### src/rtl/core/sfsp_pkg.sv
`timescale 1ns / 1ps

package sfsp_pkg;

  // default width limit of sizes and counts
  localparam int SFSP_COUNT_BITS = 32;
  // width of each count field on the result word
  localparam int OUT_BITS = 32;
  // result word: size, count, status, zero fill to whole bytes
  localparam int M_TDATA_BITS = 72;
  localparam int CFG_ADDR_BITS = 2;
  localparam int CFG_DATA_BITS = 4;

  // whitespace codes besides the plain space
  localparam logic [7:0] CH_TAB = 8'h09;
  localparam logic [7:0] CH_LF  = 8'h0a;
  localparam logic [7:0] CH_VT  = 8'h0b;
  localparam logic [7:0] CH_FF  = 8'h0c;
  localparam logic [7:0] CH_CR  = 8'h0d;

  typedef enum logic [1:0] {
    ST_OK    = 2'd0,
    ST_BAD   = 2'd1,
    ST_UNSUP = 2'd2,
    ST_OVF   = 2'd3
  } status_t;

  // configuration register indexes
  localparam logic [CFG_ADDR_BITS-1:0] REG_NATIVE_LONG = 2'd0;
  localparam logic [CFG_ADDR_BITS-1:0] REG_NATIVE_SIZE = 2'd1;
  localparam logic [CFG_ADDR_BITS-1:0] REG_ALIGN_FOUR  = 2'd2;

  typedef enum logic [3:0] {
    CC_ORDER = 4'd0,
    CC_DIGIT = 4'd1,
    CC_NUM   = 4'd2,
    CC_CHAR  = 4'd3,
    CC_STR   = 4'd4,
    CC_PAD   = 4'd5,
    CC_SPACE = 4'd6,
    CC_UNSUP = 4'd7,
    CC_BAD   = 4'd8
  } char_class_t;

  // numeric code size as a shift (bytes = 1 << shift)
  typedef struct packed {
    logic       valid;
    logic [1:0] shift;
  } num_size_t;

  function automatic char_class_t classify(input logic [7:0] c);
    char_class_t r;
    case (c)
      "@", "=", "<", ">", "!": r = CC_ORDER;
      "0", "1", "2", "3", "4", "5", "6", "7", "8", "9": r = CC_DIGIT;
      "b", "B", "h", "H", "i", "I", "l", "L", "q", "Q", "d", "f", "N": r = CC_NUM;
      "c", "?": r = CC_CHAR;
      "s", "p": r = CC_STR;
      "x": r = CC_PAD;
      " ", CH_TAB, CH_LF, CH_VT, CH_FF, CH_CR: r = CC_SPACE;
      "P": r = CC_UNSUP;
      default: r = CC_BAD;
    endcase
    return r;
  endfunction

  // size of a numeric code under the current byte order
  function automatic num_size_t num_size(input logic [7:0] c, input logic native,
                                         input logic long8, input logic size8);
    num_size_t r;
    r.valid = 1'b1;
    r.shift = 2'd0;
    case (c)
      "b", "B": r.shift = 2'd0;
      "h", "H": r.shift = 2'd1;
      "i", "I", "f": r.shift = 2'd2;
      "q", "Q", "d": r.shift = 2'd3;
      "l", "L": r.shift = (native && long8) ? 2'd3 : 2'd2;
      "N": begin
        r.valid = native;
        r.shift = size8 ? 2'd3 : 2'd2;
      end
      default: r.valid = 1'b0;
    endcase
    return r;
  endfunction

endpackage

### src/rtl/core/struct_format_size_parser_core.sv
`timescale 1ns / 1ps
// Packed-structure format size parser.
// Input stream: one format character per word. s_tdata carries the character code,
// s_tuser says a character is present (clear it only to end an empty string), and
// s_tlast marks the final word of a format string.
// Output stream: one result word per string, sent for the word that carries s_tlast:
// total packed size, number of values and a status code (ok, bad character,
// unsupported P, count overflow). Errors latch and zero or saturate the counts.
// Configuration: cfg_we writes cfg_wdata into register cfg_addr
// (0 native long size, 1 native size_t size, 2 eight-byte items align to four);
// write only while no string is in flight.
// Throughput: one character per cycle, except that a last word waits in the input
// register while a result is held. Each word is held in the input register, then
// folded into the parse state; for a last word that edge also loads the result
// register and raises m_tvalid. The parse state loop (shift, add, round-up to the
// alignment, overflow compare) sets the clock period.
// When the receiver stalls, the result is held and words that are not last keep
// flowing through the input register; the next last word waits there and s_tready
// drops until the held result leaves.
// Synchronous reset empties both registers, restores native byte order and
// the register defaults (8, 8, 0).

module struct_format_size_parser_core #(
  parameter int COUNT_BITS = sfsp_pkg::SFSP_COUNT_BITS
) (
  input  logic                              clk,
  input  logic                              rst,
  input  logic                              s_tvalid,
  output logic                              s_tready,
  input  logic [7:0]                        s_tdata,   // [7:0] fmt_char
  input  logic                              s_tuser,   // [0] char_present
  input  logic                              s_tlast,
  output logic                              m_tvalid,
  input  logic                              m_tready,
  // [31:0] total_size, [63:32] item_count, [65:64] status, rest zero
  output logic [sfsp_pkg::M_TDATA_BITS-1:0] m_tdata,
  input  logic                              cfg_we,
  input  logic [sfsp_pkg::CFG_ADDR_BITS-1:0] cfg_addr,
  input  logic [sfsp_pkg::CFG_DATA_BITS-1:0] cfg_wdata
);
  import sfsp_pkg::*;

  localparam int CW = (COUNT_BITS >= OUT_BITS) ? OUT_BITS : COUNT_BITS;
  localparam int WW = CW + 4;
  localparam int FILL_BITS = M_TDATA_BITS - 2 * OUT_BITS - 2;

  // input register
  logic       in_valid;
  logic [7:0] in_char;
  logic       in_present;
  logic       in_last;

  // configuration
  logic native_long8;
  logic native_size8;
  logic align_four;

  // parse state
  logic          native_order, native_order_next;
  logic          at_first;
  logic [CW-1:0] repeat_value, repeat_value_next;
  logic          repeat_given, repeat_given_next;
  logic [CW-1:0] run_size, run_size_next;
  logic [CW-1:0] run_items, run_items_next;
  status_t       first_error, first_error_next;

  // result register
  logic [CW-1:0] out_size, out_size_next;
  logic [CW-1:0] out_items, out_items_next;
  status_t       out_status;

  logic          out_free;
  logic          proc;
  logic          work;
  char_class_t   cls;
  num_size_t     nsz;
  logic [CW-1:0] cnt;
  logic [1:0]    ash;
  logic [WW-1:0] prod;
  logic [WW-1:0] mask;
  logic [WW-1:0] size_add;
  logic [CW:0]   item_add;
  logic [WW-1:0] size_sum;
  logic [WW-1:0] size_rnd;
  logic [CW:0]   items_sum;
  logic [WW-1:0] digit_val;
  logic          sum_ovf;

  // handshake: the input register drains unless a last word meets a held result
  assign out_free = !m_tvalid || m_tready;
  assign proc     = in_valid && (!in_last || out_free);
  assign s_tready = !in_valid || proc;
  assign work     = proc && in_present && (first_error == ST_OK);

  // decode and count arithmetic
  always_comb begin
    cls = classify(in_char);
    nsz = num_size(in_char, native_order, native_long8, native_size8);
    cnt = repeat_given ? repeat_value : CW'(1);
    prod = WW'(cnt) << nsz.shift;
    if (cls != CC_NUM || !native_order) begin
      ash = 2'd0;
    end else if (nsz.shift == 2'd3 && align_four) begin
      ash = 2'd2;
    end else begin
      ash = nsz.shift;
    end
    mask = (WW'(1) << ash) - WW'(1);
    case (cls)
      CC_NUM: begin
        size_add = prod;
        item_add = (CW+1)'(cnt);
      end
      CC_CHAR: begin
        size_add = WW'(cnt);
        item_add = (CW+1)'(cnt);
      end
      CC_STR: begin
        size_add = WW'(cnt);
        item_add = (CW+1)'(1);
      end
      CC_PAD: begin
        size_add = WW'(cnt);
        item_add = '0;
      end
      default: begin
        size_add = '0;
        item_add = '0;
      end
    endcase
    size_sum  = WW'(run_size) + size_add;
    size_rnd  = (size_sum + mask) & ~mask;
    items_sum = (CW+1)'(run_items) + item_add;
    sum_ovf   = (|size_rnd[WW-1:CW]) || items_sum[CW];
    digit_val = (WW'(repeat_value) << 3) + (WW'(repeat_value) << 1) + WW'(in_char[3:0]);
  end

  // next parse state for the word in the input register
  always_comb begin
    native_order_next = native_order;
    repeat_value_next = repeat_value;
    repeat_given_next = repeat_given;
    run_size_next     = run_size;
    run_items_next    = run_items;
    first_error_next  = first_error;
    if (work) begin
      case (cls)
        CC_ORDER: begin
          if (!at_first) begin
            first_error_next = ST_BAD;
          end else begin
            native_order_next = (in_char == "@");
          end
        end
        CC_DIGIT: begin
          if (|digit_val[WW-1:CW]) begin
            first_error_next = ST_OVF;
          end else begin
            repeat_value_next = digit_val[CW-1:0];
            repeat_given_next = 1'b1;
          end
        end
        CC_NUM, CC_CHAR, CC_STR, CC_PAD: begin
          if (cls == CC_NUM && !nsz.valid) begin
            first_error_next = ST_BAD;
          end else begin
            repeat_value_next = '0;
            repeat_given_next = 1'b0;
            run_size_next     = size_rnd[CW-1:0];
            run_items_next    = items_sum[CW-1:0];
            if (sum_ovf) begin
              first_error_next = ST_OVF;
            end
          end
        end
        CC_SPACE: begin
        end
        CC_UNSUP: first_error_next = ST_UNSUP;
        default: first_error_next = ST_BAD;
      endcase
    end
  end

  // result fields by status
  always_comb begin
    case (first_error_next)
      ST_OK: begin
        out_size_next  = run_size_next;
        out_items_next = run_items_next;
      end
      ST_OVF: begin
        out_size_next  = '1;
        out_items_next = '1;
      end
      default: begin
        out_size_next  = '0;
        out_items_next = '0;
      end
    endcase
  end

  // input register
  always_ff @(posedge clk) begin
    if (rst) begin
      in_valid <= 1'b0;
    end else if (s_tready) begin
      in_valid <= s_tvalid;
    end
    if (s_tvalid && s_tready) begin
      in_char    <= s_tdata;
      in_present <= s_tuser;
      in_last    <= s_tlast;
    end
  end

  // configuration registers
  always_ff @(posedge clk) begin
    if (rst) begin
      native_long8 <= 1'b1;
      native_size8 <= 1'b1;
      align_four   <= 1'b0;
    end else if (cfg_we) begin
      case (cfg_addr)
        REG_NATIVE_LONG: native_long8 <= cfg_wdata[3];
        REG_NATIVE_SIZE: native_size8 <= cfg_wdata[3];
        REG_ALIGN_FOUR:  align_four   <= cfg_wdata[0];
        default: begin
        end
      endcase
    end
  end

  // parse state, cleared after each string
  always_ff @(posedge clk) begin
    if (rst || (proc && in_last)) begin
      native_order <= 1'b1;
      at_first     <= 1'b1;
      repeat_value <= '0;
      repeat_given <= 1'b0;
      run_size     <= '0;
      run_items    <= '0;
      first_error  <= ST_OK;
    end else if (proc) begin
      native_order <= native_order_next;
      at_first     <= at_first && !in_present;
      repeat_value <= repeat_value_next;
      repeat_given <= repeat_given_next;
      run_size     <= run_size_next;
      run_items    <= run_items_next;
      first_error  <= first_error_next;
    end
  end

  // result register
  always_ff @(posedge clk) begin
    if (rst) begin
      m_tvalid <= 1'b0;
    end else if (proc && in_last) begin
      m_tvalid <= 1'b1;
    end else if (m_tready) begin
      m_tvalid <= 1'b0;
    end
    if (proc && in_last) begin
      out_size   <= out_size_next;
      out_items  <= out_items_next;
      out_status <= first_error_next;
    end
  end

  assign m_tdata = {{FILL_BITS{1'b0}}, out_status, OUT_BITS'(out_items), OUT_BITS'(out_size)};

endmodule

### config.mk
export PLATFORM = sky130hd
export DESIGN_NAME = struct_format_size_parser_core
export DESIGN_NICKNAME = d
export VERILOG_FILES = /design/src/rtl/core/sfsp_pkg.sv /design/src/rtl/core/struct_format_size_parser_core.sv
export SDC_FILE = /design/constraint.sdc
export NUM_CORES = 1
export LEC_CHECK = 0
export BUFFER_PORTS_ARGS = -buffer_cell sky130_fd_sc_hd__buf_2
export CORE_UTILIZATION = 35
export DETAILED_ROUTE_END_ITERATION = 8
export HOLD_SLACK_MARGIN = 0.05
export SLEW_MARGIN = 20
export SYNTH_ARGS = -nofsm -noshare
export SYNTH_HDL_FRONTEND = slang
export SYNTH_SLANG_ARGS = --single-unit
### constraint.sdc
create_clock -name clk -period 9.5 [get_ports clk]
set_clock_uncertainty 0.2 [all_clocks]
set_input_delay 1.9 -clock clk [delete_from_list [all_inputs] [get_ports clk]]
set_output_delay 1.9 -clock clk [all_outputs]
set_load 0.01 [all_outputs]
* Word level (Yosys, flattened, before mapping) *
Memory sizes are Yosys's and may differ from the RTL's. A register that Yosys moved wholly into a read port is not among the register bits.
Cells that the tools add are included.

cells by class
  $add $sub $neg = 6
  bitwise operators = 2
  shift-type cells = 2
  muxes and demuxes = 33
  equal/unequal tests = 28
  reductions and logical operators = 42

operators by type and width
  cell                     number
  $mux W32                 9
  $pmux W32 S2             4
  $eq A8 B7 Y1 const B     14
  $pmux W36 S2             1
  $add A32 B36 Y36         1
  $add A35 B33 Y36         1
  $add A36 B36 Y36         1
  $add A36 B4 Y36          1
  $and A36 B36 Y36         1
  $not A36 Y36             1
  $shl A1 B2 Y36 const A   1
  $shl A32 B2 Y36          1
  $sub A36 B2 Y36 const B  1
  $add A32 B33 Y33         1
  $pmux W2 S5              2
  $eq A4 B3 Y1 const B     4
  $mux W2                  7
  $reduce_or A12 Y1        1
  $reduce_or A4 Y1         3
  $logic_and A1 B1 Y1      9
  $reduce_or A3 Y1         3
  $eq A4 B2 Y1 const B     2
  $mux W7                  1
  $eq A2 B2 Y1 const B     3
  16 further kinds         40

word-level totals
  register bits = 182
  memories kept = 1
  bits in read-only memories = 512
  output and inout port bits = 74
  word-level logic and storage cells = 132

memory list
  memory           depth  width  read ports  clocked after memory_dff  wr ports  RTL line        text
  (no name shown)  128    4      1           1                         0         sfsp_pkg.sv:53  case (c)

* Longest topological paths before layout *
Gate-level depths: netlist of run 1.

  depth in word-level cells = 19
  gate-level depth with buffers = 36
  gate-level depth less buffers = 29

* Least setup slack after synthesis of run 1 *
No wires, ideal clock.

  kind = reg2reg
  start = register in_char[1]
  end = register out_items[20] (data pin)
  setup time = 0.266 ns
  arrival = 6.665 ns
  cell stages (with the launch flop) = 35
  slack = 2.369 ns
  clock period less this slack = 7.131 ns
  data required time = 9.034 ns
  cells stage by stage = edfxtp_1 nor4bb_1 a31oi_1 or4b_1 and3b_1 buf_2 nand2b_1 nor2_1 clkbuf_1 nand2_1 ha_1 o21ai_2 inv_2 clkbuf_1 buf_2 xor2_1 ha_1 ha_1 clkbuf_1 a21oi_1 o21ai_0 or2_2 o311ai_0 nand3_1 xor2_1 nor4b_1 a21oi_1 o22ai_1 inv_1 ha_1 nor2_1 or2_2 buf_1 clkbuf_1 nor2_1

on the way
  longest elaborated chain between the ends = 19

ends and longest elaborated chain
  element                                                      RTL line                               text
  start: declaration                                           struct_format_size_parser_core.sv:49   logic [7:0] in_char;
  start signal: assignment                                     struct_format_size_parser_core.sv:210  in_char <= s_tdata;
  $eq A8 B7 Y1                                                 sfsp_pkg.sv:73                         case (c)
  $reduce_or A3 Y1 / $reduce_or A2 Y1 (equally long branches)  -
  $pmux W2 S5                                                  sfsp_pkg.sv:73
  $eq A2 B2 Y1                                                 struct_format_size_parser_core.sv:103  end else if (nsz.shift == 2'd3 && align_four) begin
  $logic_and A1 B1 Y1                                          struct_format_size_parser_core.sv:103
  $mux W2                                                      struct_format_size_parser_core.sv:103
  $mux W2                                                      struct_format_size_parser_core.sv:101  if (cls != CC_NUM || !native_order) begin
  $shl A1 B2 Y36                                               struct_format_size_parser_core.sv:108  mask = (WW'(1) << ash) - WW'(1);
  [5 not listed]                                               -
  $mux W2                                                      struct_format_size_parser_core.sv:171  if (sum_ovf) begin
  $mux W2                                                      struct_format_size_parser_core.sv:164  if (cls == CC_NUM && !nsz.valid) begin
  $pmux W2 S5 (*)                                              struct_format_size_parser_core.sv:147  case (cls)
  $mux W2 (*)                                                  struct_format_size_parser_core.sv:146  if (work) begin
  via first_error_next[0]                                      struct_format_size_parser_core.sv:65   status_t first_error, first_error_next;
  $eq A2 B2 Y1 / $logic_not A2 Y1 (equally long branches)      struct_format_size_parser_core.sv:186  case (first_error_next)
  $pmux W32 S2 (*)                                             struct_format_size_parser_core.sv:186
  via out_items_next[20]                                       struct_format_size_parser_core.sv:69   logic [CW-1:0] out_items, out_items_next;
  end signal: assignment                                       struct_format_size_parser_core.sv:265  out_items <= out_items_next;
  end: declaration                                             struct_format_size_parser_core.sv:69

Mark *: on every way through the listed nets, which the timed path passes. The rest lies on a longest branch.
A chain may end at the register's enable or synchronous reset.

* Worst setup path in the final report of run 1 *
  start = register in_char[3]
  end = register out_size[29] (data pin)

on the way
  longest elaborated chain between the ends = 19

ends and longest elaborated chain
  element                                                      RTL line                               text
  $eq A8 B7 Y1                                                 sfsp_pkg.sv:73
  $reduce_or A3 Y1 / $reduce_or A2 Y1 (equally long branches)  -
  $pmux W2 S5                                                  sfsp_pkg.sv:73
  $eq A2 B2 Y1                                                 struct_format_size_parser_core.sv:103
  $logic_and A1 B1 Y1                                          struct_format_size_parser_core.sv:103
  $mux W2                                                      struct_format_size_parser_core.sv:103
  $mux W2                                                      struct_format_size_parser_core.sv:101
  $shl A1 B2 Y36                                               struct_format_size_parser_core.sv:108
  [5 not listed]                                               -
  $mux W2                                                      struct_format_size_parser_core.sv:171
  $mux W2                                                      struct_format_size_parser_core.sv:164
  $pmux W2 S5 (*)                                              struct_format_size_parser_core.sv:147
  $mux W2 (*)                                                  struct_format_size_parser_core.sv:146
  via first_error_next[0]                                      struct_format_size_parser_core.sv:65
  $eq A2 B2 Y1 / $logic_not A2 Y1 (equally long branches)      struct_format_size_parser_core.sv:186
  $pmux W32 S2 (*)                                             struct_format_size_parser_core.sv:186
  via out_size_next[29]                                        struct_format_size_parser_core.sv:68   logic [CW-1:0] out_size, out_size_next;
  end signal: assignment                                       struct_format_size_parser_core.sv:264  out_size <= out_size_next;
  end: declaration                                             struct_format_size_parser_core.sv:68

Marked as above.

==> results by group, run 1 <==
Run status
  • Failing checks: DRC
  • Status: finished, violations left

Critical path
  • Critical Path RT: 9.48 ns
  • RR Endpoint: out_size[29]$_DFFE_PP_
  • CP Launch Type: flip-flop
  • CP startpoint: in_char[3]$_DFFE_PP_
  • Reg2reg setup slack: 0.81 ns
  • Critical path fanouts, max: 25
  • Top Family by Delay on Critical Path: simple AND/OR/NAND/NOR gates
  • R2R depth: 31
  • Setup Crit Path Kind: reg -> reg
  • CP peak stage delay: 0.73 ns
  • Crit path max-delay cell type: nor4b_1
  • Worst path depth: 31
  • Critical path arrival: 8.67 ns
  • Crit. End Element: flip-flop
  • Critical path destination: out_size[29]$_DFFE_PP_
  • Buf/Inv on CP: 7
  • Reg-to-reg startpoint: in_char[3]$_DFFE_PP_

Layout
  • Layout cells sized above 1: 0.0984
  • Commonest non-fill, non-tap cells in the layout: a21oi_1, nand2_1, ha_1
  • Antenna Cells: 0
  • Core Util, Final: 0.390
  • Final net count: 2085
  • Area Overhead vs Synth: 9.98%
  • Commonest non-fill, non-tap cell in the layout: a21oi_1

Clock tree
  • CTS Buffer Depth: 2
  • Resized Gates After CTS: 0
  • CTS buffer count: 17
  • CTS root buf: clkbuf_16
  • Clock Latency Late Sink: 0.46 ns
  • Sink Count: 186
  • CTS tree: yes
  • Clock-pin slew on the worst setup and hold paths: 0.08 ns
  • Post-CTS Hold Buffers: 0
  • Post-CTS setup repair buffer count: 0
  • Max H-tree Level: 4

STA
  • Max Freq: 115 MHz
  • Worst Tran Pin Value: 1.04 ns
  • Slew Limit Headroom: 0.308
  • Minimum clock period: 8.69 ns
  • Smallest hold slack: 0.276 ns
  • Fin crit share: 0.915
  • Max Slew Vio Count: 0
  • Final-report hold violation count: 0
  • RSZ-0062 raised after global routing: no
  • Final setup viols: 0
  • Setup TNS Final: 0 ns

Floorplanning
  • DIE HEIGHT: 213 µm
  • IO Pins: 95
  • DIE WIDTH: 213 µm
  • Core ar.: 0.0441 mm²
  • Row count: 77
  • Initial Util: 0.354
  • Die area: 0.0455 mm²

Synth
  • Yosys reg bits: 186
  • Synth Warn #: 0
  • Mapped Avg Cell Area: 8.45 µm²
  • Netlist cell types: 81
  • Seq/Total Area, Yosys: 0.287
  • Mapped cell area: 0.0156 mm²
  • Ys async rst share: 0
  • Top FF cell, synth: dfxtp_1
  • EDFF count, synth: 76
  • Cells after Synth: 1851

Routing
  • Total number of vias: 13900
  • DR WL/cell: 17.8 µm
  • DRT Pass-1 Iters: 7
  • Remaining antenna violation count after routing: 0
  • DR iter-0 viols: 895
  • Total Wirelength: 44400 µm
  • Vias per inst: 5.57
  • Drt drc: 2

Global routing
  • Global route total overflow: 0
  • Initial antenna violation count: 0
  • Gr usage total: 0.198
  • Vias in the first global route: 13300
  • Largest net degree at the start of global routing: 95
  • First-pass GRT wire length: 71100 µm

Pwr
  • Worst vdd ir: 0.116 mV
  • Tot Pwr: 1.75 mW
  • Pleak: 7.61 nW
  • Power density over the cells: 102 mW/mm²

Worst hold path
  • Worst min path class: reg -> reg

Job
  • Maxcap violations: 0

Placement
  • Placer Congestion: 0.941
  • Buffers added on ports: 86
  • Hpwl dp: 33500 µm
cells in the mapped netlist, types with 23 or more instances:
cell      instances  area, µm²
a211oi_1         23        173
a21o_1           51        383
a21oi_1         174        871
a31oi_1          26        163
and2_1           73        457
clkbuf_1         68        255
dfxtp_1         110       2200
edfxtp_1         76       2280
ha_1            155       1940
inv_1            63        236
mux2i_1          38        380
nand2_1         159        597
nand3_1          61        305
nor2_1          151        567
nor3_1           25        125
o21ai_0         108        541
o31ai_1          26        195
xnor2_1          47        412
xor2_1           51        447
stage by stage:
| stage | cells | setup WS [ns] | cell area, µm² |
|---|---|---|---|
| final | 2492 | 0.807 | 17200 |
| after CTS | 2492 | 0.877 | 17200 |
| after detailed placement | 2460 | 0.920 | 16600 |
| after global placement | 2460 | 0.969 | 16600 |
| after global routing | 2492 | 0.347 | 17200 |
| after floorplan | 1863 | 2.37 | 15700 |
registers in the layout (all words and copies together) (netlist names), 2 cells and up, named ones only:
| register | flops |
|---|---|
| repeat_value | 32 |
| run_items | 32 |
| run_size | 32 |
| out_items | 32 |
| in_char | 8 |
| first_error | 2 |
| out_status | 2 |
| out_size | 32 |
worst register-to-register path: cells and delay by family, from the launching register on:
family / cells / cell delay (ns)
AND/OR/NAND/NOR: 7 / 2.30
adder cells (fa/ha/maj): 4 / 1.06
XOR/XNOR: 1 / 0.10
flip-flops: 1 / 0.63
AO/OA/AOI/OAI: 12 / 2.10
buffers and inverters: 7 / 2.02
how the worst min path moves through the flow:
| stage | startpoint | cells past startpoint | end | slack [ns] |
|---|---|---|---|---|
| 2_1_floorplan | at_first$_SDFFE_PP1P_ | 2 | at_first$_SDFFE_PP1P_ | 0.24 |
| 3_3_place_gp | at_first$_SDFFE_PP1P_ | 2 | at_first$_SDFFE_PP1P_ | 0.26 |
| 3_5_place_dp | at_first$_SDFFE_PP1P_ | 2 | at_first$_SDFFE_PP1P_ | 0.26 |
| 4_1_cts | at_first$_SDFFE_PP1P_ | 2 | at_first$_SDFFE_PP1P_ | 0.27 |
| 5_1_grt | at_first$_SDFFE_PP1P_ | 2 | at_first$_SDFFE_PP1P_ | 0.30 |
| 6_report | at_first$_SDFFE_PP1P_ | 2 | at_first$_SDFFE_PP1P_ | 0.28 |
cells by family (layout without fill, tap and decap cells):
family	count (synthesis)	after routing	synth area share
adders and majority gates	177	177	0.152
xor gates and xnor gates	98	98	0.0549
and+or+nand+nor	599	599	0.189
other	2	14	0.000480
buffers and inverters	169	206	0.0461
muxes	48	48	0.0315
DFF	186	186	0.287
AOI/OAI and AO/OA	572	572	0.239
layer usage:
metal | GRT usage | part of all wire | routed length [µm]
met5 | 0 | 0 | 0
met2 | 0.333 | 0.47 | 20700
met3 | 0.0228 | 0.043 | 1900
met1 | 0.262 | 0.46 | 20600
met4 | 0.0655 | 0.027 | 1220
power breakdown:
| group | leakage, nW | total (mW) | switching (mW) | internal [mW] |
|---|---|---|---|---|
| clock network | 0.287 | 0.767 | 0.347 | 0.420 |
| logic | 5.66 | 0.138 | 0.0967 | 0.0409 |
| registers | 1.66 | 0.849 | 0.0106 | 0.839 |
| total | 7.61 | 1.75 | 0.454 | 1.30 |
final cells by class:
| class | instances | area (µm²) |
|---|---|---|
| flip-flops and latches | 186 | 4480 |
| multi-input cells | 1508 | 10500 |
| well taps | 592 | 741 |
| repair buffers | 109 | 603 |
| clock buffers | 18 | 429 |
| clock inverters | 14 | 185 |
| fillers | 4514 | 26900 |
| inverters | 65 | 244 |
Power figures use the tool's default switching activity.
==> inputs of run 2 (changes only) <==
CORE_ASPECT_RATIO = 0.7   (was not set)
CTS_BUF_LIST = sky130_fd_sc_hd__clkbuf_16   (was not set)
==> run 2 against run 1 <==
- the flow now finishes without violations
- first-iteration DRC count is 54% higher
- critical endpoint is now out_items[13]$_DFFE_PP_
- setup slack better by 0.34 ns
- largest cell class unchanged
- non-clock buffer count is 1 higher
==> results by group, run 2 (synthesis results as in run 1) <==
Run status
  • Status: complete, no violations

Critical path
  • Crit. End Element: flip-flop
  • CP most frequent cell: ha_1
  • Top Family by Delay on Critical Path: simple AND/OR/NAND/NOR gates
  • Crit path max-delay cell type: nor4b_1
  • Critical path fanouts, max: 25
  • Critical Path RT: 9.49 ns
  • CP Launch Type: flip-flop
  • Critical path arrival: 8.34 ns
  • Buf/Inv on CP: 4
  • CP peak stage delay: 0.65 ns
  • Setup Crit Path Kind: reg -> reg

STA
  • Smallest hold slack: 0.283 ns
  • Max Slew Vio Count: 0
  • Final-report hold violation count: 0
  • Fin crit share: 0.880
  • Slew Limit Headroom: 0.409
  • Setup TNS Final: 0 ns
  • Max Freq: 120 MHz
  • Final setup viols: 0
  • Minimum clock period: 8.36 ns
  • PnR worst setup slack: 1.14 ns
  • RSZ-0062 raised after global routing: no
  • Worst Tran Pin Value: 0.862 ns

Pwr
  • NetSw: 0.460 mW
  • Tot Pwr: 1.71 mW
  • Sw Ratio: 0.270
  • Power density over the cells: 99.4 mW/mm²
  • Sequential power share: 0.498
  • Worst vdd ir: 0.127 mV
  • Internal power: 1.25 mW
  • Clock Power Share: 0.421
  • Comb pwr share: 0.082
  • Pleak: 7.61 nW

Clock tree
  • CTS Buffer Depth: 2
  • Resized Gates After CTS: 0
  • CTS root buf: clkbuf_16
  • Sink Count: 186
  • CTS buffer count: 17
  • CTS tree: yes
  • Clock-pin slew on the worst setup and hold paths: 0.07 ns
  • Clock Latency Late Sink: 0.47 ns
  • Post-CTS setup repair buffer count: 0
  • Max H-tree Level: 4
  • Post-CTS Hold Buffers: 0

Placement
  • Hpwl dp: 35000 µm
  • Placer Congestion: 0.917
  • Placed cell area: 0.0166 mm²
  • Buffers added on ports: 86
  • DP Cell Count: 2463
  • Pre-CTS WS: 1.27 ns

Routing
  • Vias per inst: 5.64
  • Drt drc: 0
  • Total number of vias: 14100
  • DRT Pass-1 Iters: 6
  • Total Wirelength: 46100 µm
  • DR WL/cell: 18.5 µm
  • DR iter-0 viols: 1380
  • Remaining antenna violation count after routing: 0

Layout
  • Final Instance Count excl. Fillers: 2495
  • Commonest non-fill, non-tap cell in the layout: a21oi_1
  • Core Util, Final: 0.391
  • # fillers: 4460
  • Multi-input gate area: 0.0105 mm²
  • Area Overhead vs Synth: 9.76%
  • Final net count: 2086
  • FF/Latch Area: 0.00448 mm²
  • Commonest non-fill, non-tap cells in the layout: a21oi_1, nand2_1, ha_1
  • Layout cells sized above 1: 0.0978
  • Final instance area: 0.0172 mm²
  • Antenna Cells: 0

Floorplanning
  • Core ar.: 0.0439 mm²
  • Die area: 0.0455 mm²
  • Initial Util: 0.356
  • Row count: 64
  • DIE WIDTH: 255 µm
  • DIE HEIGHT: 179 µm
  • IO Pins: 95

Job
  • Maxcap violations: 0

Global routing
  • Vias in the first global route: 12900
  • Most Used Layer, Global Route: met1
  • Initial antenna violation count: 0
  • Met1 usage: 0.307
  • Gr usage total: 0.205
  • Largest net degree at the start of global routing: 74
  • Global route total overflow: 0
  • First-pass GRT wire length: 72800 µm
  • Grt met2 use: 0.295
  • Met3 usage in global routing: 0.0338

Worst hold path
  • Worst min path class: reg -> reg
-- run 2: power groups by stage --
stage	Sequential [mW]	Combinational (mW)	Clock, mW
2_1_floorplan	0.866	0.0956	0
3_3_place_gp	0.867	0.135	0
3_5_place_dp	0.867	0.138	0
4_1_cts	0.848	0.138	0.731
5_1_grt	0.850	0.153	0.757
6_report	0.849	0.139	0.717
-- run 2: cell type report --
class | count | share of cell area
Multi-Input combinational cell | 1508 | 0.613
Sequential cell | 186 | 0.261
Tap cell | 594 | 0.0433
Timing Repair Buffer | 110 | 0.0356
Clock buffer | 17 | 0.0248
Inverter | 65 | 0.0142
Clock inverter | 15 | 0.00824
-- run 2: routing by layer --
| metal | part of all wire | vias to the layer above |
|---|---|---|
| met3 | 0.066 | 64 |
| met2 | 0.40 | 486 |
| met1 | 0.51 | 6669 |
| li1 | - | 6841 |
| met5 | 0 | - |
| met4 | 0.022 | 0 |
-- run 2: final timing paths --
check | startpoint | to | slack [ns] | depth (start not counted)
worst max register to register | in_char[3]$_DFFE_PP_ | out_items[13]$_DFFE_PP_ | 1.14 | 30
worst min register to register | at_first$_SDFFE_PP1P_ | at_first$_SDFFE_PP1P_ | 0.28 | 2
worst min-delay path | at_first$_SDFFE_PP1P_ | at_first$_SDFFE_PP1P_ | 0.28 | 2
worst max-delay path | in_char[3]$_DFFE_PP_ | out_items[13]$_DFFE_PP_ | 1.14 | 30
-- run 2: worst reg2reg max path: cells and delay by family, from the launching register on --
family	cells	cell delay [ns]
DFF	1	0.64
AOI/OAI and AO/OA	6	1.07
buffers and inverters	4	1.05
xor gates and xnor gates	2	0.24
adders and majority gates	4	1.11
and+or+nand+nor	14	3.80
==> inputs of run 3 (changes only) <==
clock period = 7.37 ns   (was 9.5 ns; I/O delays follow)
==> run 3 against run 2 <==
- total power increased by 32%
- final area increased by 2.7%
- via count increased by 0.33%
- register-to-register slack got worse by 0.83 ns
- utilization increased by 1.1 points
- cell count increased by 1.6%
- die area unchanged
- critical path type unchanged
==> results by group, run 3 (synthesis results as in run 1) <==
Clock tree
  • Max H-tree Level: 4
  • Sink Count: 186
  • Clock-pin slew on the worst setup and hold paths: 0.08 ns
  • CTS root buf: clkbuf_16
  • Clock Latency Late Sink: 0.48 ns
  • CTS buffer count: 17
  • Post-CTS Hold Buffers: 0
  • CTS Buffer Depth: 2
  • CTS tree: yes

Critical path
  • CP peak stage delay: 0.53 ns
  • Crit path max-delay cell type: or4b_1
  • Buf/Inv on CP: 5
  • Crit. End Element: flip-flop
  • Top Family by Delay on Critical Path: simple AND/OR/NAND/NOR gates
  • Critical path fanouts, max: 25
  • Setup Crit Path Kind: reg -> reg
  • Critical path arrival: 7.15 ns
  • Critical Path RT: 7.46 ns
  • CP Launch Type: flip-flop

STA
  • Final setup viols: 0
  • Final-report hold violation count: 0
  • Fin crit share: 0.958
  • RSZ-0062 raised after global routing: yes
  • Slew Limit Headroom: 0.363
  • Setup TNS Final: 0 ns
  • Max Slew Vio Count: 0
  • Worst Tran Pin Value: 0.929 ns
  • Max Freq: 142 MHz
  • Minimum clock period: 7.06 ns

Floorplanning
  • DIE WIDTH: 255 µm
  • Initial Util: 0.356
  • Core ar.: 0.0439 mm²
  • DIE HEIGHT: 179 µm
  • IO Pins: 95
  • Die area: 0.0455 mm²
  • Row count: 64

Routing
  • DR WL/cell: 18.3 µm
  • Vias per inst: 5.56
  • Total number of vias: 14100
  • Total Wirelength: 46400 µm
  • Drt drc: 0
  • DR iter-0 viols: 1345
  • Remaining antenna violation count after routing: 0
  • DRT Pass-1 Iters: 6

Job
  • Maxcap violations: 0

Global routing
  • Gr usage total: 0.207
  • Initial antenna violation count: 0
  • First-pass GRT wire length: 73500 µm
  • Global route total overflow: 0
  • Vias in the first global route: 13300
  • Largest net degree at the start of global routing: 74

Pwr
  • Pleak: 7.88 nW
  • Power density over the cells: 128 mW/mm²
  • Tot Pwr: 2.25 mW
  • Worst vdd ir: 0.170 mV

Layout
  • Commonest non-fill, non-tap cells in the layout: a21oi_1, nand2_1, ha_1
  • Antenna Cells: 0
  • Layout cells sized above 1: 0.124
  • # fillers: 4434
  • Commonest non-fill, non-tap cell in the layout: a21oi_1
  • Area Overhead vs Synth: 12.7%
  • Final net count: 2126

Placement
  • Buffers added on ports: 86
  • Hpwl dp: 35500 µm
  • Placer Congestion: 0.933

Worst hold path
  • Worst min path class: reg -> reg

Run status
  • Status: complete, no violations
[run 3: cell types whose count changed in the layout (fill, tap and decap cells not counted), moves of 3 or more]
cell / change
clkinv_1: -4
buf_12: +5
buf_4: +34
nor4b_2: +3
nor4b_1: -3
clkinv_8: +3
[run 3: layer usage]
layer	vias up	routed length (µm)	global-route usage
met1	6683	23900	0.310
li1	6929	-	-
met5	-	0	0
met3	58	2800	0.0325
met2	436	18700	0.301
met4	0	1010	0.0616
[run 3: path summary, 6_finish.rpt]
kind | from | slack, ns | cells after the start | end
min reg2reg | at_first$_SDFFE_PP1P_ | 0.27 | 2 | at_first$_SDFFE_PP1P_
min | at_first$_SDFFE_PP1P_ | 0.27 | 2 | at_first$_SDFFE_PP1P_
max reg2reg | in_char[0]$_DFFE_PP_ | 0.31 | 29 | out_size[27]$_DFFE_PP_
max | in_char[0]$_DFFE_PP_ | 0.31 | 29 | out_size[27]$_DFFE_PP_
[run 3: per-stage QoR]
step | area, µm² | utilization | setup slack (ns) | std cells | hold WS, ns
after floorplan | 15700 | - | 0.239 | 1863 | 0.236
after global placement | 16900 | 0.386 | 0.0426 | 2500 | 0.250
after detailed placement | 16900 | 0.386 | 0.0739 | 2500 | 0.252
after CTS | 17500 | 0.400 | 0.0270 | 2532 | 0.265
after global routing | 17600 | 0.402 | 0.00509 | 2535 | 0.321
final | 17600 | 0.402 | 0.310 | 2535 | 0.270
[run 3: repair_timing]
item                       4_1_cts  5_1_grt
setup endpoints to repair        1       64
pin swaps                        0        1
resized for setup                1       16
buffers inserted                 0        3
[run 3: power breakdown]
part | total (mW) | switching, mW | leakage (nW) | internal [mW]
Sequential | 1.09 | 0.0127 | 1.66 | 1.08
Clock | 0.962 | 0.477 | 0.293 | 0.485
Combinational | 0.199 | 0.131 | 5.92 | 0.0672
[run 3: final cells by class]
class	count	area, µm²	share of cell area
inverters	65	248	0.0141
well taps	594	743	0.0422
multi-input cells	1508	10600	0.599
clock inverters	15	183	0.0104
flip-flops and latches	186	4480	0.254
repair buffers	150	981	0.0557
clock buffers	17	425	0.0241
[run 3: worst min-delay path: cells and delay by family (launching register included)]
kind             cells  cell delay (ns)
flip-flops           1             0.33
AND/OR/NAND/NOR      2             0.10
